<file path="config.mk">
export PLATFORM = sky130hd
export DESIGN_NAME = sd_spi_host_sequencer
export DESIGN_NICKNAME = d
export VERILOG_FILES = /design/src/rtl/core/sdsh_pkg.sv /design/src/rtl/core/sdsh_frame.sv /design/src/rtl/core/sd_spi_host_sequencer.sv
export SDC_FILE = /design/constraint.sdc
export NUM_CORES = 1
export LEC_CHECK = 0
export BUFFER_PORTS_ARGS = -buffer_cell sky130_fd_sc_hd__buf_2
export CAP_MARGIN = 10
export CORE_AREA = 2 2 113 198
export DETAILED_ROUTE_END_ITERATION = 7
export DIE_AREA = 0 0 115 200
export PLACE_DENSITY_LB_ADDON = 0.25
export SETUP_SLACK_MARGIN = 0.15
export SLEW_MARGIN = 30
export SYNTH_ARGS = -nofsm -noshare
export SYNTH_HDL_FRONTEND = slang
export SYNTH_HIERARCHICAL = 1
export SYNTH_SLANG_ARGS = --single-unit
</file>
<file path="constraint.sdc">
create_clock -name aclk -period 9.49 [get_ports aclk]
set_input_delay 1.4235 -clock aclk [delete_from_list [all_inputs] [get_ports aclk]]
set_output_delay 1.4235 -clock aclk [all_outputs]
set_load 0.1 [all_outputs]
</file>
<file path="src/rtl/core/sdsh_pkg.sv">
// ----------------------------------------------------------------------------
// sdsh_pkg
// Types and constants for the SD card SPI-mode host sequencer.
// ----------------------------------------------------------------------------
package sdsh_pkg;

    typedef struct packed {
        logic [1:0]  kind;
        logic [31:0] sector;
        logic [7:0]  block_count;
        logic [7:0]  rx_byte;
    } sdsh_in_t;

    typedef struct packed {
        logic        exchange_request;
        logic [7:0]  tx_byte;
        logic        select_high;
        logic        data_valid;
        logic [7:0]  data_byte;
        logic        last;
        logic        done_res;
        logic [1:0]  status;
        logic        block_addressing;
    } sdsh_out_t;

    localparam logic [1:0] KIND_INIT = 2'd0;
    localparam logic [1:0] KIND_READ = 2'd1;
    localparam logic [1:0] KIND_XFER = 2'd2;
    localparam logic [1:0] KIND_NOP  = 2'd3;

    localparam logic [1:0] ST_NONE = 2'd0;
    localparam logic [1:0] ST_DONE = 2'd1;
    localparam logic [1:0] ST_BUSY = 2'd2;

    localparam logic [2:0] PH_IDLE  = 3'd0;
    localparam logic [2:0] PH_WAKE  = 3'd1;
    localparam logic [2:0] PH_CMD   = 3'd2;
    localparam logic [2:0] PH_POLL  = 3'd3;
    localparam logic [2:0] PH_R7    = 3'd4;
    localparam logic [2:0] PH_TOKEN = 3'd5;
    localparam logic [2:0] PH_DATA  = 3'd6;

    localparam logic [5:0] CMD0  = 6'd0;
    localparam logic [5:0] CMD8  = 6'd8;
    localparam logic [5:0] CMD12 = 6'd12;
    localparam logic [5:0] CMD17 = 6'd17;
    localparam logic [5:0] CMD18 = 6'd18;
    localparam logic [5:0] CMD41 = 6'd41;
    localparam logic [5:0] CMD55 = 6'd55;
    localparam logic [5:0] CMD58 = 6'd58;

    localparam logic [0:0] CFG_POLL_LIMIT = 1'd0;
    localparam logic [0:0] CFG_RETRY      = 1'd1;

    localparam logic [7:0]  BYTE_IDLE  = 8'hff;
    localparam logic [7:0]  DATA_TOKEN = 8'hfe;
    localparam logic [7:0]  CRC_CMD8   = 8'h87;
    localparam logic [7:0]  CRC_CMD58  = 8'h75;
    localparam logic [7:0]  CRC_OTHER  = 8'h95;
    localparam logic [31:0] ARG_CMD8   = 32'h0000_01aa;
    localparam logic [31:0] ARG_ACMD41 = 32'h4000_0000;

endpackage

</file>
<file path="src/rtl/core/sdsh_frame.sv">
// ----------------------------------------------------------------------------
// sdsh_frame
// Picks the byte and chip-select level for one position of a command frame.
// ----------------------------------------------------------------------------
module sdsh_frame (
    input  logic [5:0]  cmd,
    input  logic [31:0] card_address,
    input  logic [3:0]  idx,
    output logic [7:0]  tx_byte,
    output logic        sel
);
    import sdsh_pkg::*;

    logic [31:0] arg;
    logic [3:0]  j;

    always_comb begin
        if (cmd == CMD8) arg = ARG_CMD8;
        else if (cmd == CMD41) arg = ARG_ACMD41;
        else if (cmd == CMD17 || cmd == CMD18) arg = card_address;
        else arg = '0;
        sel = 1'b0;
        j   = idx;
        if (cmd == CMD12) begin
            if (idx < 4'd2) sel = 1'b1;
            j = idx - 4'd2;
        end
        case (j)
            4'd1:    tx_byte = {2'b01, cmd};
            4'd2:    tx_byte = arg[31:24];
            4'd3:    tx_byte = arg[23:16];
            4'd4:    tx_byte = arg[15:8];
            4'd5:    tx_byte = arg[7:0];
            4'd6:    tx_byte = (cmd == CMD8) ? CRC_CMD8 :
                               (cmd == CMD58) ? CRC_CMD58 : CRC_OTHER;
            default: tx_byte = BYTE_IDLE;
        endcase
        if (sel) tx_byte = BYTE_IDLE;
    end
endmodule

</file>
<file path="src/rtl/core/sd_spi_host_sequencer.sv">
// ----------------------------------------------------------------------------
// sd_spi_host_sequencer
// SD card SPI-mode init and block-read sequencer driving a byte shifter.
// ----------------------------------------------------------------------------
//  channel  | ports                    | carries
//  ---------+--------------------------+----------------------------------
//  input    | s_valid s_ready s_data   | start init / start read / rx byte
//  result   | m_valid m_ready m_data   | next tx byte, data byte, status
//  config   | cfg_valid cfg_ready      | cfg_index, cfg_data
//
// One transaction per cycle while s_ready is high: each input updates state in
// one pass and the result is registered in the output register. s_ready is high
// when the output register is empty or being drained, so a stream runs at full
// rate while the result side drains. A stalled output holds s_ready low. Reset
// (aresetn low, synchronous) returns to idle with limits 1000 and 20.
// ----------------------------------------------------------------------------
module sd_spi_host_sequencer #(
    parameter int BLOCK_BYTES = 512,
    parameter int WAKE_BYTES  = 10
) (
    input  logic                 aclk,
    input  logic                 aresetn,
    input  logic                 s_valid,
    output logic                 s_ready,
    input  sdsh_pkg::sdsh_in_t   s_data,
    output logic                 m_valid,
    input  logic                 m_ready,
    output sdsh_pkg::sdsh_out_t  m_data,
    input  logic                 cfg_valid,
    output logic                 cfg_ready,
    input  logic [0:0]           cfg_index,
    input  logic [15:0]          cfg_data
);
    import sdsh_pkg::*;

    localparam int IW = (BLOCK_BYTES > WAKE_BYTES) ? $clog2(BLOCK_BYTES + 1)
                                                   : $clog2(WAKE_BYTES + 1);
    localparam int FW = (IW < 4) ? 4 : IW;

    logic [15:0]   limit_reg;
    logic [7:0]    budget_reg;
    logic [2:0]    phase_reg, phase_next;
    logic [FW-1:0] fidx_reg, fidx_next;
    logic [15:0]   poll_reg, poll_next;
    logic [7:0]    retry_reg, retry_next;
    logic [7:0]    blocks_reg, blocks_next;
    logic [31:0]   addr_reg, addr_next;
    logic          bam_reg, bam_next;
    logic [31:0]   reply_reg, reply_next;
    logic [5:0]    cmd_reg, cmd_next;
    logic          mv_reg;
    sdsh_out_t     out_reg, out_next;

    logic          fire, act, fin;
    logic [FW-1:0] fi1;
    logic [7:0]    rx, rl;
    logic [15:0]   lim;
    logic [7:0]    ftx;
    logic          fsel;

    assign s_ready   = !mv_reg || m_ready;
    assign fire      = s_valid && s_ready;
    assign cfg_ready = 1'b1;
    assign m_valid   = mv_reg;
    assign m_data    = out_reg;
    assign rx        = s_data.rx_byte;
    assign lim       = (limit_reg == 16'd0) ? 16'd1 : limit_reg;
    assign fi1       = fidx_reg + 1'b1;

    sdsh_frame u_frame (
        .cmd          (cmd_next),
        .card_address (addr_next),
        .idx          (fidx_next[3:0]),
        .tx_byte      (ftx),
        .sel          (fsel)
    );

    always_comb begin
        phase_next  = phase_reg;
        fidx_next   = fidx_reg;
        poll_next   = poll_reg;
        retry_next  = retry_reg;
        blocks_next = blocks_reg;
        addr_next   = addr_reg;
        bam_next    = bam_reg;
        reply_next  = reply_reg;
        cmd_next    = cmd_reg;
        act         = 1'b0;
        fin         = 1'b0;
        rl          = (retry_reg != 8'd0) ? retry_reg - 8'd1 : 8'd0;
        out_next    = '0;
        if (s_data.kind == KIND_INIT || s_data.kind == KIND_READ) begin
            if (phase_reg != PH_IDLE) begin
                out_next.status = ST_BUSY;
            end else if (s_data.kind == KIND_INIT) begin
                phase_next = PH_WAKE;
                fidx_next  = '0;
                retry_next = budget_reg;
                act        = 1'b1;
            end else begin
                act         = 1'b1;
                blocks_next = s_data.block_count;
                addr_next   = bam_reg ? {s_data.sector[22:0], 9'd0} : s_data.sector;
                if (s_data.block_count == 8'd0) fin = 1'b1;
                else begin
                    cmd_next   = (s_data.block_count > 8'd1) ? CMD18 : CMD17;
                    phase_next = PH_CMD;
                    fidx_next  = '0;
                end
            end
        end else if (s_data.kind == KIND_XFER && phase_reg != PH_IDLE) begin
            act = 1'b1;
            unique case (phase_reg)
                PH_WAKE: begin
                    fidx_next = fi1;
                    if (fi1 >= FW'(WAKE_BYTES)) begin
                        cmd_next = CMD0; phase_next = PH_CMD; fidx_next = '0;
                    end
                end
                PH_CMD: begin
                    fidx_next = fi1;
                    if (fi1 >= ((cmd_reg == CMD12) ? FW'(10) : FW'(7))) begin
                        phase_next = PH_POLL; poll_next = '0;
                    end
                end
                PH_POLL: begin
                    poll_next = poll_reg + 16'd1;
                    if (rx != BYTE_IDLE || poll_next >= lim) begin
                        phase_next = PH_CMD;
                        fidx_next  = '0;
                        case (cmd_reg)
                            CMD0: begin
                                retry_next = rl;
                                cmd_next = (rx == 8'd1 || rl == 8'd0) ? CMD8 : CMD0;
                            end
                            CMD8: begin
                                retry_next = rl;
                                if (rx == 8'd1) begin
                                    phase_next = PH_R7; reply_next = '0;
                                end else cmd_next = (rl == 8'd0) ? CMD55 : CMD8;
                            end
                            CMD55: begin
                                if (rx == 8'd0) begin
                                    retry_next = rl; bam_next = 1'b1; cmd_next = CMD58;
                                end else cmd_next = CMD41;
                            end
                            CMD41: begin
                                retry_next = rl;
                                if (rx == 8'd0 || rl == 8'd0) begin
                                    bam_next = 1'b1; cmd_next = CMD58;
                                end else cmd_next = CMD55;
                            end
                            CMD58: begin
                                retry_next = rl;
                                if (rx == 8'd0) begin
                                    phase_next = PH_R7; reply_next = '0;
                                end else if (rl == 8'd0) begin
                                    phase_next = PH_IDLE; fin = 1'b1;
                                end
                            end
                            CMD17, CMD18: begin
                                if (rx == 8'd0) phase_next = PH_TOKEN;
                            end
                            default: begin
                                phase_next = PH_IDLE; fin = 1'b1;
                            end
                        endcase
                    end
                end
                PH_R7: begin
                    reply_next = {reply_reg[23:0], rx};
                    fidx_next  = fi1;
                    if (fi1 >= FW'(4)) begin
                        if (cmd_reg == CMD8) begin
                            cmd_next = CMD55; phase_next = PH_CMD; fidx_next = '0;
                        end else begin
                            if (reply_next[30]) bam_next = 1'b0;
                            phase_next = PH_IDLE; fin = 1'b1;
                        end
                    end
                end
                PH_TOKEN: begin
                    if (rx == DATA_TOKEN) begin
                        phase_next = PH_DATA; fidx_next = '0;
                    end
                end
                PH_DATA: begin
                    out_next.data_valid = 1'b1;
                    out_next.data_byte  = rx;
                    fidx_next = fi1;
                    if (fi1 >= FW'(BLOCK_BYTES)) begin
                        blocks_next = (blocks_reg != 8'd0) ? blocks_reg - 8'd1 : 8'd0;
                        if (blocks_next == 8'd0) begin
                            out_next.last = 1'b1;
                            if (cmd_reg == CMD18) begin
                                cmd_next = CMD12; phase_next = PH_CMD; fidx_next = '0;
                            end else begin
                                phase_next = PH_IDLE; fin = 1'b1;
                            end
                        end else phase_next = PH_TOKEN;
                    end
                end
                default: begin
                    phase_next = PH_IDLE; fin = 1'b1;
                end
            endcase
        end
        if (act && phase_next != PH_IDLE) begin
            out_next.exchange_request = 1'b1;
            out_next.tx_byte     = (phase_next == PH_CMD) ? ftx : BYTE_IDLE;
            out_next.select_high = (phase_next == PH_WAKE) ||
                                   (phase_next == PH_CMD && fsel);
        end
        if (fin) begin
            out_next.done_res = 1'b1;
            out_next.status   = ST_DONE;
        end
        out_next.block_addressing = !bam_next;
        if (s_data.kind == KIND_NOP || (s_data.kind == KIND_XFER && !act)) out_next = '0;
    end

    always_ff @(posedge aclk) begin
        if (!aresetn) begin
            limit_reg  <= 16'd1000;
            budget_reg <= 8'd20;
            phase_reg  <= PH_IDLE;
            fidx_reg   <= '0;
            poll_reg   <= '0;
            retry_reg  <= '0;
            blocks_reg <= '0;
            addr_reg   <= '0;
            bam_reg    <= 1'b0;
            reply_reg  <= '0;
            cmd_reg    <= '0;
            mv_reg     <= 1'b0;
        end else begin
            if (cfg_valid) begin
                if (cfg_index == CFG_POLL_LIMIT) limit_reg <= cfg_data;
                else budget_reg <= cfg_data[7:0];
            end
            if (fire) begin
                phase_reg  <= phase_next;
                fidx_reg   <= fidx_next;
                poll_reg   <= poll_next;
                retry_reg  <= retry_next;
                blocks_reg <= blocks_next;
                addr_reg   <= addr_next;
                bam_reg    <= bam_next;
                reply_reg  <= reply_next;
                cmd_reg    <= cmd_next;
                mv_reg     <= 1'b1;
            end else if (m_ready) begin
                mv_reg <= 1'b0;
            end
        end
    end

    always_ff @(posedge aclk) begin
        if (fire) out_reg <= out_next;
    end

    // A stalled result must not be overwritten by a new transaction.
    assert property (@(posedge aclk) disable iff (!aresetn)
        m_valid && !m_ready |-> !s_ready)
        else $error("input taken over a stalled result");
    // Data bytes only appear while a read transfers data.
    assert property (@(posedge aclk) disable iff (!aresetn)
        fire && out_next.data_valid |-> phase_reg == PH_DATA)
        else $error("data byte outside data phase");
    // A finished sequence always leaves the sequencer idle.
    assert property (@(posedge aclk) disable iff (!aresetn)
        fire && fin |=> phase_reg == PH_IDLE)
        else $error("finish without returning to idle");
endmodule

</file>
==> qor.yml <==
skew_ns: 0.009359
max-slew-margin-rel: 0.3370
globalplace.congestion: 0.9938
syn_area_per_cell_um2: 7.659
fin_tns_setup_ns: 0
grt_use_total: 0.2515
finalSetupViolCount: 0
antenna_cells: 0
layout_commonest_cell: "nand2_1"
antenna_found_initial: 0
dr_wl_met3_mm: 1.149
timing_worst_slew_pin_value_ns: 0.9854
avgViaCountPerCell: 5.994
overflow: 0
largest_register_ffs: 32
p_leak_nw: 4.119
ys.flop_type: "dfxtp_1"
root_buffer: "clkbuf_16"
cts_resized: 0
wl_met1_mm: 11.08
wl_mm: 28.53
crit_path_start_kind: "flop"
synth_fp_nets: 1343
worstPathArrival_ns: 6.61
area.growth.synth_to_final_pct: 12.11
route.met2.wl_mm: 14.71
rows: 71
synth_cell_types: 101
synthArstFlopShare: 0
worst_hold_path_type: "reg2reg"
ys_seq_area_frac: 0.3085
remaining_drc_errors: 0
dpl.hpwl_mm: 21.42
clockBufferDepth: 2
numCtsBuffers: 17
min_period_over_period: 0.6769
ff2ff_setup_slack_ns: 3.07
clk_latency_ns: 0.44
first_global_vias: 8955
start_util: 0.4458
layout_common_cells: "nand2_1, nor2_1, dfxtp_1"
period_minus_slack_ns: 6.424
die_w_um: 115
drt-initial-drc-count: 573
status: "complete, no violations"
cts_sinks: 135
cp-end-kind: "flop"
synth_edf_count: 23
clk_pin_slew_ns: 0.06
cts_hold_buf: 0
finalHoldViolations: 0
utilization: 0.4998
cts_tree: "built"
cts_setup_buffers: 0
wl_per_cell_um: 18.26
drive_gt1_frac: 0.1438
nets: 1398
path_class: "reg2reg"
drt_pass1_iterations: 4
dieArea_um2: 23000
placement.io_buffers: 97
finalMaxSlewViolations: 0
crit_fanout: 8
ys_ff_latch: 135
grt_max_degree: 75
hold_ws_ns: 0.4561
fmax_ghz: 0.1557
grt_pass1_wl_mm: 45.37
multiInputGateArea_um2: 6116
max_cap_viol_count: 0
core_area_um2: 21320
fillCellCount: 2146
regArea_um2: 2934
io-pin-count: 99
yosys_warnings: 6
top_layer_used: "met4"
required_ns: 9.68
drtAntennaViolNets: 0
netlist_instances: 1241
rsz0062_at_grt: "no"
num_vias: 9363
synth_area_um2: 9505
die_h_um: 200
cts_htree_levels: 4
vdd_ir_drop_max_mv: 0.1090
power.density_nw_per_um2: 146.8
## worst paths after layout
path / startpoint / end / depth (start not counted)
worst max-delay path: poll_reg[0] / m_data[21] / 24
worst min-delay path: addr_reg[2] / addr_reg[2] / 2
worst max register to register: poll_reg[0] / m_data[21] / 24
worst min register to register: addr_reg[2] / addr_reg[2] / 2
## critical path, stage by stage, from the launching register on
cell,delay (ns)
dfxtp_1,0.41
ha_1,0.25
nand3_1,0.17
nor2_1,0.27
nand3_1,0.19
nor2_1,0.26
and3_1,0.27
nand3_1,0.11
xnor2_1,0.16
ha_1,0.28
nand2_1,0.06
a311oi_1,0.32
a21boi_1,0.36
nor3_4,0.12
nor4_1,0.72
nand2_1,0.12
a21oi_1,0.18
nor2_1,0.13
or4_4,0.61
o21ai_4,0.23
and2_1,0.33
nor2_2,0.09
a21oi_1,0.23
o211ai_1,0.12
a21o_1,0.17
## cells in the mapped netlist (8+ instances only)
cell type,count,area share
nor4_1,15,0.0099
o22ai_1,8,0.0053
xnor2_1,12,0.011
nor2_1,123,0.049
nand4_1,14,0.0092
o21ai_0,70,0.037
clkbuf_1,54,0.021
mux2i_1,49,0.052
and2_1,18,0.012
a211oi_1,16,0.013
a21oi_1,98,0.052
nand3_1,43,0.023
o21a_1,11,0.0087
nor3_1,27,0.014
a31oi_1,13,0.0086
o31ai_1,8,0.0063
edfxtp_1,23,0.073
or3_1,15,0.0099
inv_1,41,0.016
ha_1,30,0.039
xor2_1,14,0.013
and3_1,12,0.0079
a21o_1,10,0.0079
buf_2,10,0.0053
dfxtp_1,112,0.24
nand3b_1,20,0.016
nand2_1,198,0.078
o211ai_1,14,0.011
nand2b_1,16,0.011
## cell type report
| class | instances | area share |
|---|---|---|
| multi-input combinational | 991 | 0.5739 |
| sequential | 135 | 0.2753 |
| timing repair buffer | 109 | 0.05436 |
| clock buffer | 24 | 0.04826 |
| tap | 255 | 0.02994 |
| inverter | 42 | 0.01479 |
| clock inverter | 6 | 0.003405 |
## metal layers
metal / global-route usage / vias to the layer above
met5: 0 / -
met3: 0.04016 / 102
met1: 0.2769 / 4370
met4: 0.1566 / 0
li1: - / 4591
met2: 0.4458 / 300
## where the power goes
group          total (mW)  leakage, nW  switching, mW  internal [mW]
clock               0.628        0.277          0.252          0.375
sequential          0.624         1.14         0.0185          0.606
combinational       0.312         2.70          0.218         0.0939
total                1.56         4.12          0.489           1.08
## through the flow
stage / cells / area [um2] / total power, mW / setup WS, ns
after floorplan: 1241 / 9505 / 0.8654 / 4.025
after global placement: 1532 / 10090 / 0.9424 / 3.320
after CTS: 1562 / 10650 / 1.575 / 3.067
after global routing: 1562 / 10660 / 1.627 / 2.438
final: 1562 / 10660 / 1.564 / 3.066
after detailed placement: 1532 / 10090 / 0.9446 / 3.111
## kinds of logic after synthesis
kind of cell / count (synthesis) / share of synthesized area
adders and majority gates: 30 / 0.03949
muxes: 55 / 0.05871
buffers and inverters: 115 / 0.05055
AOI/OAI and AO/OA: 320 / 0.2248
and+or+nand+nor: 559 / 0.2935
xor gates and xnor gates: 26 / 0.02396
other: 1 / 0.0003945
DFF: 135 / 0.3085
Note: power is estimated with default switching activity, not from simulation.
